File: src/rrf_pkg.sv
package rrf_pkg;

   // Configuration register indexes
   typedef enum logic [2:0] {
      REG_ELEM_TYPE     = 3'd0,
      REG_LITTLE_ENDIAN = 3'd1,
      REG_RANGE_MIN     = 3'd2,
      REG_RANGE_MAX     = 3'd3,
      REG_MIN_RUN       = 3'd4,
      REG_START_OFFSET  = 3'd5
   } reg_index_type;

   // Element type codes
   localparam logic [3:0] TYPE_SINGLE = 4'd8;
   localparam logic [3:0] TYPE_DOUBLE = 4'd9;

   // Element size codes: bytes = 1 << code
   typedef logic [1:0] size_code_type;

   // Settings the range compare needs
   typedef struct packed {
      logic [3:0]  elem_type;
      logic        little_endian;
      logic [63:0] range_min;
      logic [63:0] range_max;
   } cmp_cfg_type;

   // Effective type: undefined codes act as u8
   function automatic logic [3:0] eff_type(input logic [3:0] t);
      return (t > TYPE_DOUBLE) ? 4'd0 : t;
   endfunction

   function automatic size_code_type size_of(input logic [3:0] t);
      logic [3:0] e;
      e = eff_type(t);
      if (e == TYPE_SINGLE) return 2'd2;
      if (e == TYPE_DOUBLE) return 2'd3;
      return e[2:1];
   endfunction

   // Byte mask of an element, minus one of its byte count
   function automatic logic [2:0] size_mask(input size_code_type sz);
      return 3'((4'd1 << sz) - 4'd1);
   endfunction

endpackage

File: src/range_run_finder.sv
// Range run finder: scans a byte stream for the earliest element start after
// start_offset where min_run consecutive elements (1/2/4/8 bytes, int or IEEE
// float) lie within [range_min, range_max]. One result per buffer: on the
// matching byte, or a not-found result on the last byte. Throughput is one
// byte per cycle while rsp_tready does not hold the result register. The
// byte sits in the input register, then compare and run-counter update go
// into the result register, so rsp_tvalid rises after both registers. The
// per-alignment run counter read-modify-write is the loop that limits it.
module range_run_finder
   import rrf_pkg::*;
#(
   parameter int POS_BITS = 32,
   parameter int RUN_BITS = 32
) (
   input  logic        clock,
   input  logic        reset,
   // configuration
   input  logic        csr_we,
   input  logic [2:0]  csr_index,
   input  logic [63:0] csr_wdata,
   // input stream
   input  logic        req_tvalid,
   output logic        req_tready,
   input  logic [7:0]  req_tdata,    // [7:0] data_byte
   input  logic        req_tlast,    // last_byte
   // result stream
   output logic        rsp_tvalid,
   input  logic        rsp_tready,
   output logic [31:0] rsp_tdata,    // [31:0] match_pos
   output logic        rsp_tuser     // [0] found
);

   localparam logic [RUN_BITS-1:0] RUN_MAX = '1;

   // Configuration registers
   cmp_cfg_type cfg_ff;
   logic [31:0] min_run_ff;
   logic [31:0] start_offset_ff;

   always_ff @(posedge clock) begin
      if (reset) begin
         cfg_ff.elem_type     <= '0;
         cfg_ff.little_endian <= 1'b1;
         cfg_ff.range_min     <= '0;
         cfg_ff.range_max     <= '0;
         min_run_ff           <= 32'd1;
         start_offset_ff      <= '0;
      end else if (csr_we) begin
         unique case (csr_index)
            REG_ELEM_TYPE:     cfg_ff.elem_type     <= csr_wdata[3:0];
            REG_LITTLE_ENDIAN: cfg_ff.little_endian <= csr_wdata[0];
            REG_RANGE_MIN:     cfg_ff.range_min     <= csr_wdata;
            REG_RANGE_MAX:     cfg_ff.range_max     <= csr_wdata;
            REG_MIN_RUN:       min_run_ff           <= csr_wdata[31:0];
            REG_START_OFFSET:  start_offset_ff      <= csr_wdata[31:0];
            default: ;
         endcase
      end
   end

   // Flow control
   logic s0_valid_ff;
   logic [7:0] s0_byte_ff;
   logic s0_last_ff;
   logic rsp_valid_ff, rsp_found_ff;
   logic [31:0] rsp_pos_ff;
   logic adv, fire;

   assign adv        = !rsp_valid_ff || rsp_tready;
   assign req_tready = !s0_valid_ff || adv;
   assign fire       = s0_valid_ff && adv;

   // Input register
   always_ff @(posedge clock) begin
      if (reset) begin
         s0_valid_ff <= 1'b0;
      end else if (req_tvalid && req_tready) begin
         s0_valid_ff <= 1'b1;
      end else if (adv) begin
         s0_valid_ff <= 1'b0;
      end
   end

   always_ff @(posedge clock) begin
      if (req_tvalid && req_tready) begin
         s0_byte_ff <= req_tdata;
         s0_last_ff <= req_tlast;
      end
   end

   // Search state
   logic [63:0]         window_ff;
   logic [POS_BITS-1:0] pos_ff;
   logic [RUN_BITS-1:0] run_count_ff [8];
   logic [POS_BITS-1:0] run_begin_ff [8];
   logic                done_ff;

   logic [63:0]         window_in;
   logic                elem_ok;
   logic [2:0]          smask;
   logic [2:0]          align;
   logic [POS_BITS-1:0] elem_start;
   logic                elem_valid;
   logic [RUN_BITS-1:0] cnt_cur, cnt_in;
   logic [POS_BITS-1:0] beg_in;
   logic                hit;
   logic [POS_BITS-1:0] hit_pos;
   logic                give;

   assign window_in = {window_ff[55:0], s0_byte_ff};

   rrf_in_range u_in_range (
      .window   (window_in),
      .cfg      (cfg_ff),
      .in_range (elem_ok)
   );

   assign smask      = size_mask(size_of(cfg_ff.elem_type));
   assign align      = pos_ff[2:0] & smask;
   assign elem_start = pos_ff - POS_BITS'(smask);
   assign elem_valid = (pos_ff >= POS_BITS'(smask)) &&
                       (32'(elem_start) > start_offset_ff);
   assign cnt_cur    = run_count_ff[align];

   // Run update and match decision
   always_comb begin
      cnt_in  = cnt_cur;
      beg_in  = run_begin_ff[align];
      hit     = 1'b0;
      hit_pos = '0;
      if (min_run_ff == '0) begin
         hit     = 32'(pos_ff) > start_offset_ff;
         hit_pos = pos_ff;
      end else if (elem_valid) begin
         if (elem_ok) begin
            if (cnt_cur == '0) beg_in = elem_start;
            if (cnt_cur != RUN_MAX) cnt_in = cnt_cur + 1'b1;
            hit     = 32'(cnt_in) >= min_run_ff;
            hit_pos = beg_in;
         end else begin
            cnt_in = '0;
         end
      end
   end

   assign give = !done_ff && (hit || s0_last_ff);

   always_ff @(posedge clock) begin
      if (reset) begin
         window_ff <= '0;
         pos_ff    <= '0;
         done_ff   <= 1'b0;
         for (int i = 0; i < 8; i++) begin
            run_count_ff[i] <= '0;
            run_begin_ff[i] <= '0;
         end
      end else if (fire) begin
         if (s0_last_ff) begin
            window_ff <= '0;
            pos_ff    <= '0;
            done_ff   <= 1'b0;
            for (int i = 0; i < 8; i++) begin
               run_count_ff[i] <= '0;
               run_begin_ff[i] <= '0;
            end
         end else begin
            window_ff <= window_in;
            pos_ff    <= pos_ff + 1'b1;
            if (!done_ff) begin
               if (hit) done_ff <= 1'b1;
               if (min_run_ff != '0 && elem_valid) begin
                  run_count_ff[align] <= cnt_in;
                  run_begin_ff[align] <= beg_in;
               end
            end
         end
      end
   end

   // Result register
   always_ff @(posedge clock) begin
      if (reset) begin
         rsp_valid_ff <= 1'b0;
      end else if (adv) begin
         rsp_valid_ff <= fire && give;
      end
   end

   always_ff @(posedge clock) begin
      if (fire && give) begin
         rsp_found_ff <= hit;
         rsp_pos_ff   <= hit ? 32'(hit_pos) : 32'd0;
      end
   end

   assign rsp_tvalid = rsp_valid_ff;
   assign rsp_tdata  = rsp_pos_ff;
   assign rsp_tuser  = rsp_found_ff;

   // Checks
   a_notfound_zero: assert property (@(posedge clock) disable iff (reset)
      rsp_valid_ff && !rsp_found_ff |-> rsp_pos_ff == '0)
      else $error("not-found result carries a position");

   a_stall_source: assert property (@(posedge clock) disable iff (reset)
      !req_tready |-> rsp_valid_ff && s0_valid_ff)
      else $error("input stalled without a waiting result");

   a_done_quiet: assert property (@(posedge clock) disable iff (reset)
      fire && done_ff && !s0_last_ff |=> !(rsp_valid_ff && $changed(rsp_pos_ff)) || !done_ff)
      else $error("result after search completed");

endmodule

File: src/rrf_in_range.sv
// Assembles the newest element from the byte window and checks it
// against the configured bounds.
module rrf_in_range
   import rrf_pkg::*;
(
   input  logic [63:0] window,
   input  cmp_cfg_type cfg,
   output logic        in_range
);

   // Ordered key of an integer: extend to 64 bits, flip the sign bit if signed
   function automatic logic [63:0] int_key(input logic [63:0] x, input size_code_type sz,
                                           input logic sgn);
      logic [63:0] r;
      logic        sb;
      unique case (sz)
         2'd0: begin sb = x[7];  r = {56'd0, x[7:0]};  end
         2'd1: begin sb = x[15]; r = {48'd0, x[15:0]}; end
         2'd2: begin sb = x[31]; r = {32'd0, x[31:0]}; end
         default: begin sb = x[63]; r = x; end
      endcase
      if (sgn) begin
         unique case (sz)
            2'd0: r[63:8]  = {56{sb}};
            2'd1: r[63:16] = {48{sb}};
            2'd2: r[63:32] = {32{sb}};
            default: ;
         endcase
         r[63] = ~r[63];
      end
      return r;
   endfunction

   // Float patterns aligned to the top of 64 bits
   function automatic logic [63:0] flt_align(input logic [63:0] x, input logic dbl);
      return dbl ? x : {x[31:0], 32'd0};
   endfunction

   function automatic logic [63:0] flt_key(input logic [63:0] x);
      return x[63] ? ~x : {1'b1, x[62:0]};
   endfunction

   function automatic logic flt_nan(input logic [63:0] x, input logic dbl);
      if (dbl) return (&x[62:52]) && (|x[51:0]);
      return (&x[62:55]) && (|x[54:32]);
   endfunction

   logic [3:0]    etype;
   size_code_type sz;
   logic [2:0]    smask;
   logic [63:0]   elem;
   logic          is_float;
   logic          is_dbl;
   logic [63:0]   fv, flo, fhi;
   logic [63:0]   kv, klo, khi;
   logic          zero_lo, zero_hi;
   logic          ge_lo, le_hi;

   assign etype    = eff_type(cfg.elem_type);
   assign sz       = size_of(cfg.elem_type);
   assign smask    = size_mask(sz);
   assign is_float = (etype == TYPE_SINGLE) || (etype == TYPE_DOUBLE);
   assign is_dbl   = (etype == TYPE_DOUBLE);

   // Element assembly; the newest byte is the last byte in memory order
   always_comb begin
      elem = '0;
      for (int k = 0; k < 8; k++) begin
         if (3'(k) <= smask) begin
            if (cfg.little_endian) begin
               elem[8*k +: 8] = window[8*(smask - 3'(k)) +: 8];
            end else begin
               elem[8*k +: 8] = window[8*k +: 8];
            end
         end
      end
   end

   // Ordered keys
   assign fv  = flt_align(elem, is_dbl);
   assign flo = flt_align(cfg.range_min, is_dbl);
   assign fhi = flt_align(cfg.range_max, is_dbl);

   always_comb begin
      if (is_float) begin
         kv  = flt_key(fv);
         klo = flt_key(flo);
         khi = flt_key(fhi);
      end else begin
         kv  = int_key(elem, sz, etype[0]);
         klo = int_key(cfg.range_min, sz, etype[0]);
         khi = int_key(cfg.range_max, sz, etype[0]);
      end
   end

   // Signed zeros compare equal
   assign zero_lo = is_float && (fv[62:0] == '0) && (flo[62:0] == '0);
   assign zero_hi = is_float && (fv[62:0] == '0) && (fhi[62:0] == '0);
   assign ge_lo   = zero_lo || (kv >= klo);
   assign le_hi   = zero_hi || (kv <= khi);

   assign in_range = ge_lo && le_hi &&
                     !(is_float && (flt_nan(fv, is_dbl) || flt_nan(flo, is_dbl) ||
                                    flt_nan(fhi, is_dbl)));

endmodule

File: config.mk
export PLATFORM = sky130hd
export DESIGN_NAME = range_run_finder
export DESIGN_NICKNAME = d
export VERILOG_FILES = /design/src/rrf_pkg.sv /design/src/range_run_finder.sv /design/src/rrf_in_range.sv
export SDC_FILE = /design/constraint.sdc
export NUM_CORES = 2
export LEC_CHECK = 0
export BUFFER_PORTS_ARGS = -buffer_cell sky130_fd_sc_hd__clkbuf_2
export CAP_MARGIN = 10
export CORE_MARGIN = 10
export CORE_UTILIZATION = 45
export CTS_BUF_LIST = sky130_fd_sc_hd__clkbuf_4 sky130_fd_sc_hd__clkbuf_8
export DETAILED_ROUTE_END_ITERATION = 6
export SYNTH_ARGS = -nofsm -noshare
export SYNTH_HDL_FRONTEND = slang
export SYNTH_HIERARCHICAL = 1
export SYNTH_SLANG_ARGS = --single-unit
File: constraint.sdc
create_clock -name clock -period 14.9 [get_ports clock]
set_input_delay 2.235 -clock clock [delete_from_list [all_inputs] [get_ports clock]]
set_output_delay 2.235 -clock clock [all_outputs]
set_load 0.02 [all_outputs]
==> flow_metrics.env <==
export IMPL_timing_worst_slew_pin_value_ps=1230
export IMPL_worst_ep_required_time_ps=15500
export IMPL_post_drt_via_cell_ratio=6.31
export IMPL_critPathKind="reg -> reg"
export IMPL_grt_pass1_vias=42500
export IMPL_crit_buf_inv=6
export IMPL_htree_levels=4
export IMPL_cts_buffers_inserted=148
export IMPL_detailroute_wirelength_met3_um=21500
export IMPL_cellLeakagePower_nw=21.7
export IMPL_rsz0062_at_grt="no"
export IMPL_path_delay_family="simple AND/OR/NAND/NOR gates"
export IMPL_hold_buffers=0
export IMPL_hold_wc_path_type="reg -> reg"
export IMPL_post_cts_setup_buffer_count=0
export IMPL_final_hold_worst_slack_ps=460
export IMPL_finalCritPeriodShare_pct=70.9
export IMPL_top_level_pins=116
export IMPL_max_vdd_ir_drop_mv=0.0801
export IMPL_syn_area_um2=53300
export IMPL_syn_num_nets=5962
export IMPL_max_slew_margin_rel_pct=17.2
export IMPL_placedInstanceArea_um2=55100
export IMPL_gp_routability_congestion=1.01
export IMPL_finalNetCount=5939
export IMPL_die_width_um=364
export IMPL_final_layout_size_suffix_gt1_share_pct=13.8
export IMPL_syn_avg_cell_area_um2=9.45
export IMPL_initialDrtViolationCount=6179
export IMPL_gr_total_overflow=0
export IMPL_worstSetupEndpointType="register"
export IMPL_dpl_hpwl_um=134000
export IMPL_clockRootBuffer="sky130_fd_sc_hd__clkbuf_8"
export IMPL_max_cap_violations=0
export IMPL_start_kind="register"
export IMPL_synth_warning_count=6
export IMPL_detailroute_wirelength_met2_um=81900
export IMPL_ys_seq_elements=842
export IMPL_ant_nets=0
export IMPL_cellPowerDensity_nw_per_um2=98.7
export IMPL_timing_final_setup_violations=0
export IMPL_core_um2=118000
export IMPL_worst_path_max_delay_cell="sky130_fd_sc_hd__or4_4"
export IMPL_number_of_antenna_violations_at_the_first_check_in_global_routing=3
export IMPL_timing_setup_tns_ps=0
export IMPL_place_port_buffers=115
export IMPL_remaining_drc_errors=3
export IMPL_top_layer_used="met5"
export IMPL_cp_data_arrival_time_ps=11170
export IMPL_avgRoutedWirePerCell_um=27.2
export IMPL_hold_viol_final=0
export IMPL_floorplan_die_height_um=364
export IMPL_power_mw=5.75
export IMPL_tritoncts="built"
export IMPL_status="complete, but fails checks"
export IMPL_timing_critical_path_slowest_cell_delay_ps=780
export IMPL_ys_types=97
export IMPL_aggregate_global_route_resource_usage_pct=28.8
export IMPL_cts_resized_gates=0
export IMPL_grt_first_pass_wirelength_um=288000
export IMPL_ctsLongestPathBuffers=3
export IMPL_num_vias=45900
export IMPL_clk_pin_slew_worst_paths_ps=60
export IMPL_cts_sinks=842
export IMPL_ff2ff_setup_slack_ps=4330
export IMPL_effective_utilization_at_floorplan_pct=45.2
export IMPL_synth_edff_count=554
export IMPL_routed_wirelength_um=197000
export IMPL_synth_seq_area_share_pct=42.0
export IMPL_yosys_most_used_dff="sky130_fd_sc_hd__edfxtp_1"
export IMPL_fp_dieArea_um2=133000
export IMPL_m1WireLength_um=87200
export IMPL_post_synth_inst_count=5638
export IMPL_maxSlewViolCount=0
export IMPL_max_clock_freq_mhz=94.6
export IMPL_critical_path_top_cell_by_count="sky130_fd_sc_hd__buf_4"
export IMPL_rows=126
export IMPL_period_minus_slack_ps=10570
export IMPL_drt_pass1_iter_count=7
export IMPL_worst_clock_skew_ps=60.5
export IMPL_synthToLayoutAreaGrowth_pct=9.25
export IMPL_clk_insertion_delay_late_ps=900
export IMPL_grt_start_max_net_pins=151
export IMPL_path_max_fanout=57
export IMPL_synth_async_sr_flop_share_pct=0
export IMPL_failing_checks="DRC"
export IMPL_final_area_um2=58200
==> final timing paths <==
kind | cells after the start | start | end
worst max-delay path | 32 | cfg_ff[132]$_SDFFE_PP0P_ | run_begin_ff[6][31]$_SDFFCE_PN0P_
worst min-delay path | 2 | start_offset_ff[10]$_SDFFE_PP0P_ | start_offset_ff[10]$_SDFFE_PP0P_
worst max register to register | 32 | cfg_ff[132]$_SDFFE_PP0P_ | run_begin_ff[6][31]$_SDFFCE_PN0P_
worst min register to register | 2 | start_offset_ff[10]$_SDFFE_PP0P_ | start_offset_ff[10]$_SDFFE_PP0P_
==> cells in the final DEF (no fill, tap or decap), types with 94 or more instances in the layout <==
cell | synthesis | final
sky130_fd_sc_hd__nand2_1 | 732 | 716
sky130_fd_sc_hd__xnor2_1 | 131 | 131
sky130_fd_sc_hd__clkbuf_2 | 0 | 114
sky130_fd_sc_hd__inv_1 | 110 | 110
sky130_fd_sc_hd__nor2_1 | 789 | 781
sky130_fd_sc_hd__dfxtp_1 | 288 | 285
sky130_fd_sc_hd__mux2i_1 | 254 | 253
sky130_fd_sc_hd__a21oi_1 | 513 | 508
sky130_fd_sc_hd__clkbuf_8 | 0 | 162
sky130_fd_sc_hd__mux4_2 | 117 | 117
sky130_fd_sc_hd__o21ai_0 | 243 | 243
sky130_fd_sc_hd__ha_1 | 242 | 236
sky130_fd_sc_hd__xor2_1 | 113 | 113
sky130_fd_sc_hd__nand3_1 | 96 | 94
sky130_fd_sc_hd__buf_4 | 16 | 108
sky130_fd_sc_hd__edfxtp_1 | 554 | 554
==> layout make-up <==
cell class / instances / area [um^2]
clock buffers: 218 / 2640
fillers: 10900 / 59600
flip-flops and latches: 842 / 22400
clock inverters: 51 / 479
well taps: 1536 / 1920
inverters: 113 / 424
diodes: 1 / 2.50
repair buffers: 228 / 1460
multi-input cells: 4282 / 28900
==> Yosys cell counts (21+ instances only) <==
library cell / instances / area [um^2]
sky130_fd_sc_hd__mux2i_4: 30 / 676
sky130_fd_sc_hd__nand4_1: 73 / 457
sky130_fd_sc_hd__nand3_1: 96 / 480
sky130_fd_sc_hd__nor2_1: 789 / 2960
sky130_fd_sc_hd__edfxtp_1: 554 / 16600
sky130_fd_sc_hd__buf_1: 28 / 105
sky130_fd_sc_hd__nor2_2: 48 / 300
sky130_fd_sc_hd__and3_1: 73 / 457
sky130_fd_sc_hd__nor4_1: 70 / 438
sky130_fd_sc_hd__o221ai_1: 23 / 201
sky130_fd_sc_hd__mux2i_1: 254 / 2540
sky130_fd_sc_hd__a31oi_1: 21 / 131
sky130_fd_sc_hd__xnor2_1: 131 / 1150
sky130_fd_sc_hd__inv_1: 110 / 413
sky130_fd_sc_hd__nor3_1: 80 / 400
sky130_fd_sc_hd__dfxtp_1: 288 / 5770
sky130_fd_sc_hd__buf_2: 46 / 230
sky130_fd_sc_hd__a21o_1: 88 / 661
sky130_fd_sc_hd__clkbuf_1: 287 / 1080
sky130_fd_sc_hd__o21ai_0: 243 / 1220
sky130_fd_sc_hd__a221oi_1: 54 / 473
sky130_fd_sc_hd__o211ai_1: 23 / 173
sky130_fd_sc_hd__xor2_1: 113 / 990
sky130_fd_sc_hd__nor2b_1: 22 / 138
sky130_fd_sc_hd__mux2_2: 39 / 439
sky130_fd_sc_hd__ha_1: 242 / 3030
sky130_fd_sc_hd__nand2b_1: 29 / 181
sky130_fd_sc_hd__mux4_2: 117 / 2640
sky130_fd_sc_hd__a21oi_1: 513 / 2570
sky130_fd_sc_hd__nand2_1: 732 / 2750
sky130_fd_sc_hd__a211oi_1: 22 / 165
sky130_fd_sc_hd__a22oi_1: 40 / 300
sky130_fd_sc_hd__o22ai_1: 43 / 269
==> cells by family (layout without fill, tap and decap cells) <==
family	count (synthesis)	in the layout	share of synthesized area, %
AOI/OAI and AO/OA	1203	1203	13.7
DFF	842	842	42.0
buffers and inverters	514	610	4.25
xor gates and xnor gates	245	245	4.04
and+or+nand+nor	2125	2125	17.7
other	0	1	0
adders and majority gates	243	243	5.72
muxes	466	466	12.5
==> power by group <==
group	switching [mW]	total, mW	internal [mW]	leakage [nW]
registers	0.0506	2.63	2.58	8.07
logic	0.566	0.826	0.259	12.0
clock network	1.04	2.29	1.26	1.64
==> metal layers <==
metal | global-route usage, % | up-vias
met4 | 10.2 | 2
met2 | 41.0 | 2593
met5 | 0 | -
met1 | 42.5 | 22500
li1 | - | 20400
met3 | 6.48 | 381
==> stage by stage <==
stage	util (%)	cells	setup slack, ps
6_report	49.4	7271	4330
5_1_grt	49.4	7271	3590
4_1_cts	49.4	7266	4360
3_5_place_dp	46.8	6997	4380
3_3_place_gp	46.8	6997	4500
2_1_floorplan	-	5638	4570
==> state kept, by name (all words and copies together), names as in the netlist, 8 cells and up <==
| name | flops |
|---|---|
| run_begin_ff | 256 |
| run_count_ff | 256 |
| cfg_ff | 133 |
| window_ff | 56 |
| min_run_ff | 32 |
| pos_ff | 32 |
| rsp_tdata | 32 |
| start_offset_ff | 32 |
| s0_byte_ff | 8 |
==> worst register-to-register path: cells and delay by family, from the launching register on <==
kind	cells	cell delay [ps]
AOI/OAI and AO/OA	8	1740
adders and majority gates	3	1370
buffers and inverters	6	2060
DFF	1	390
muxes	2	950
and+or+nand+nor	13	3800
Power figures use the tool's default switching activity.
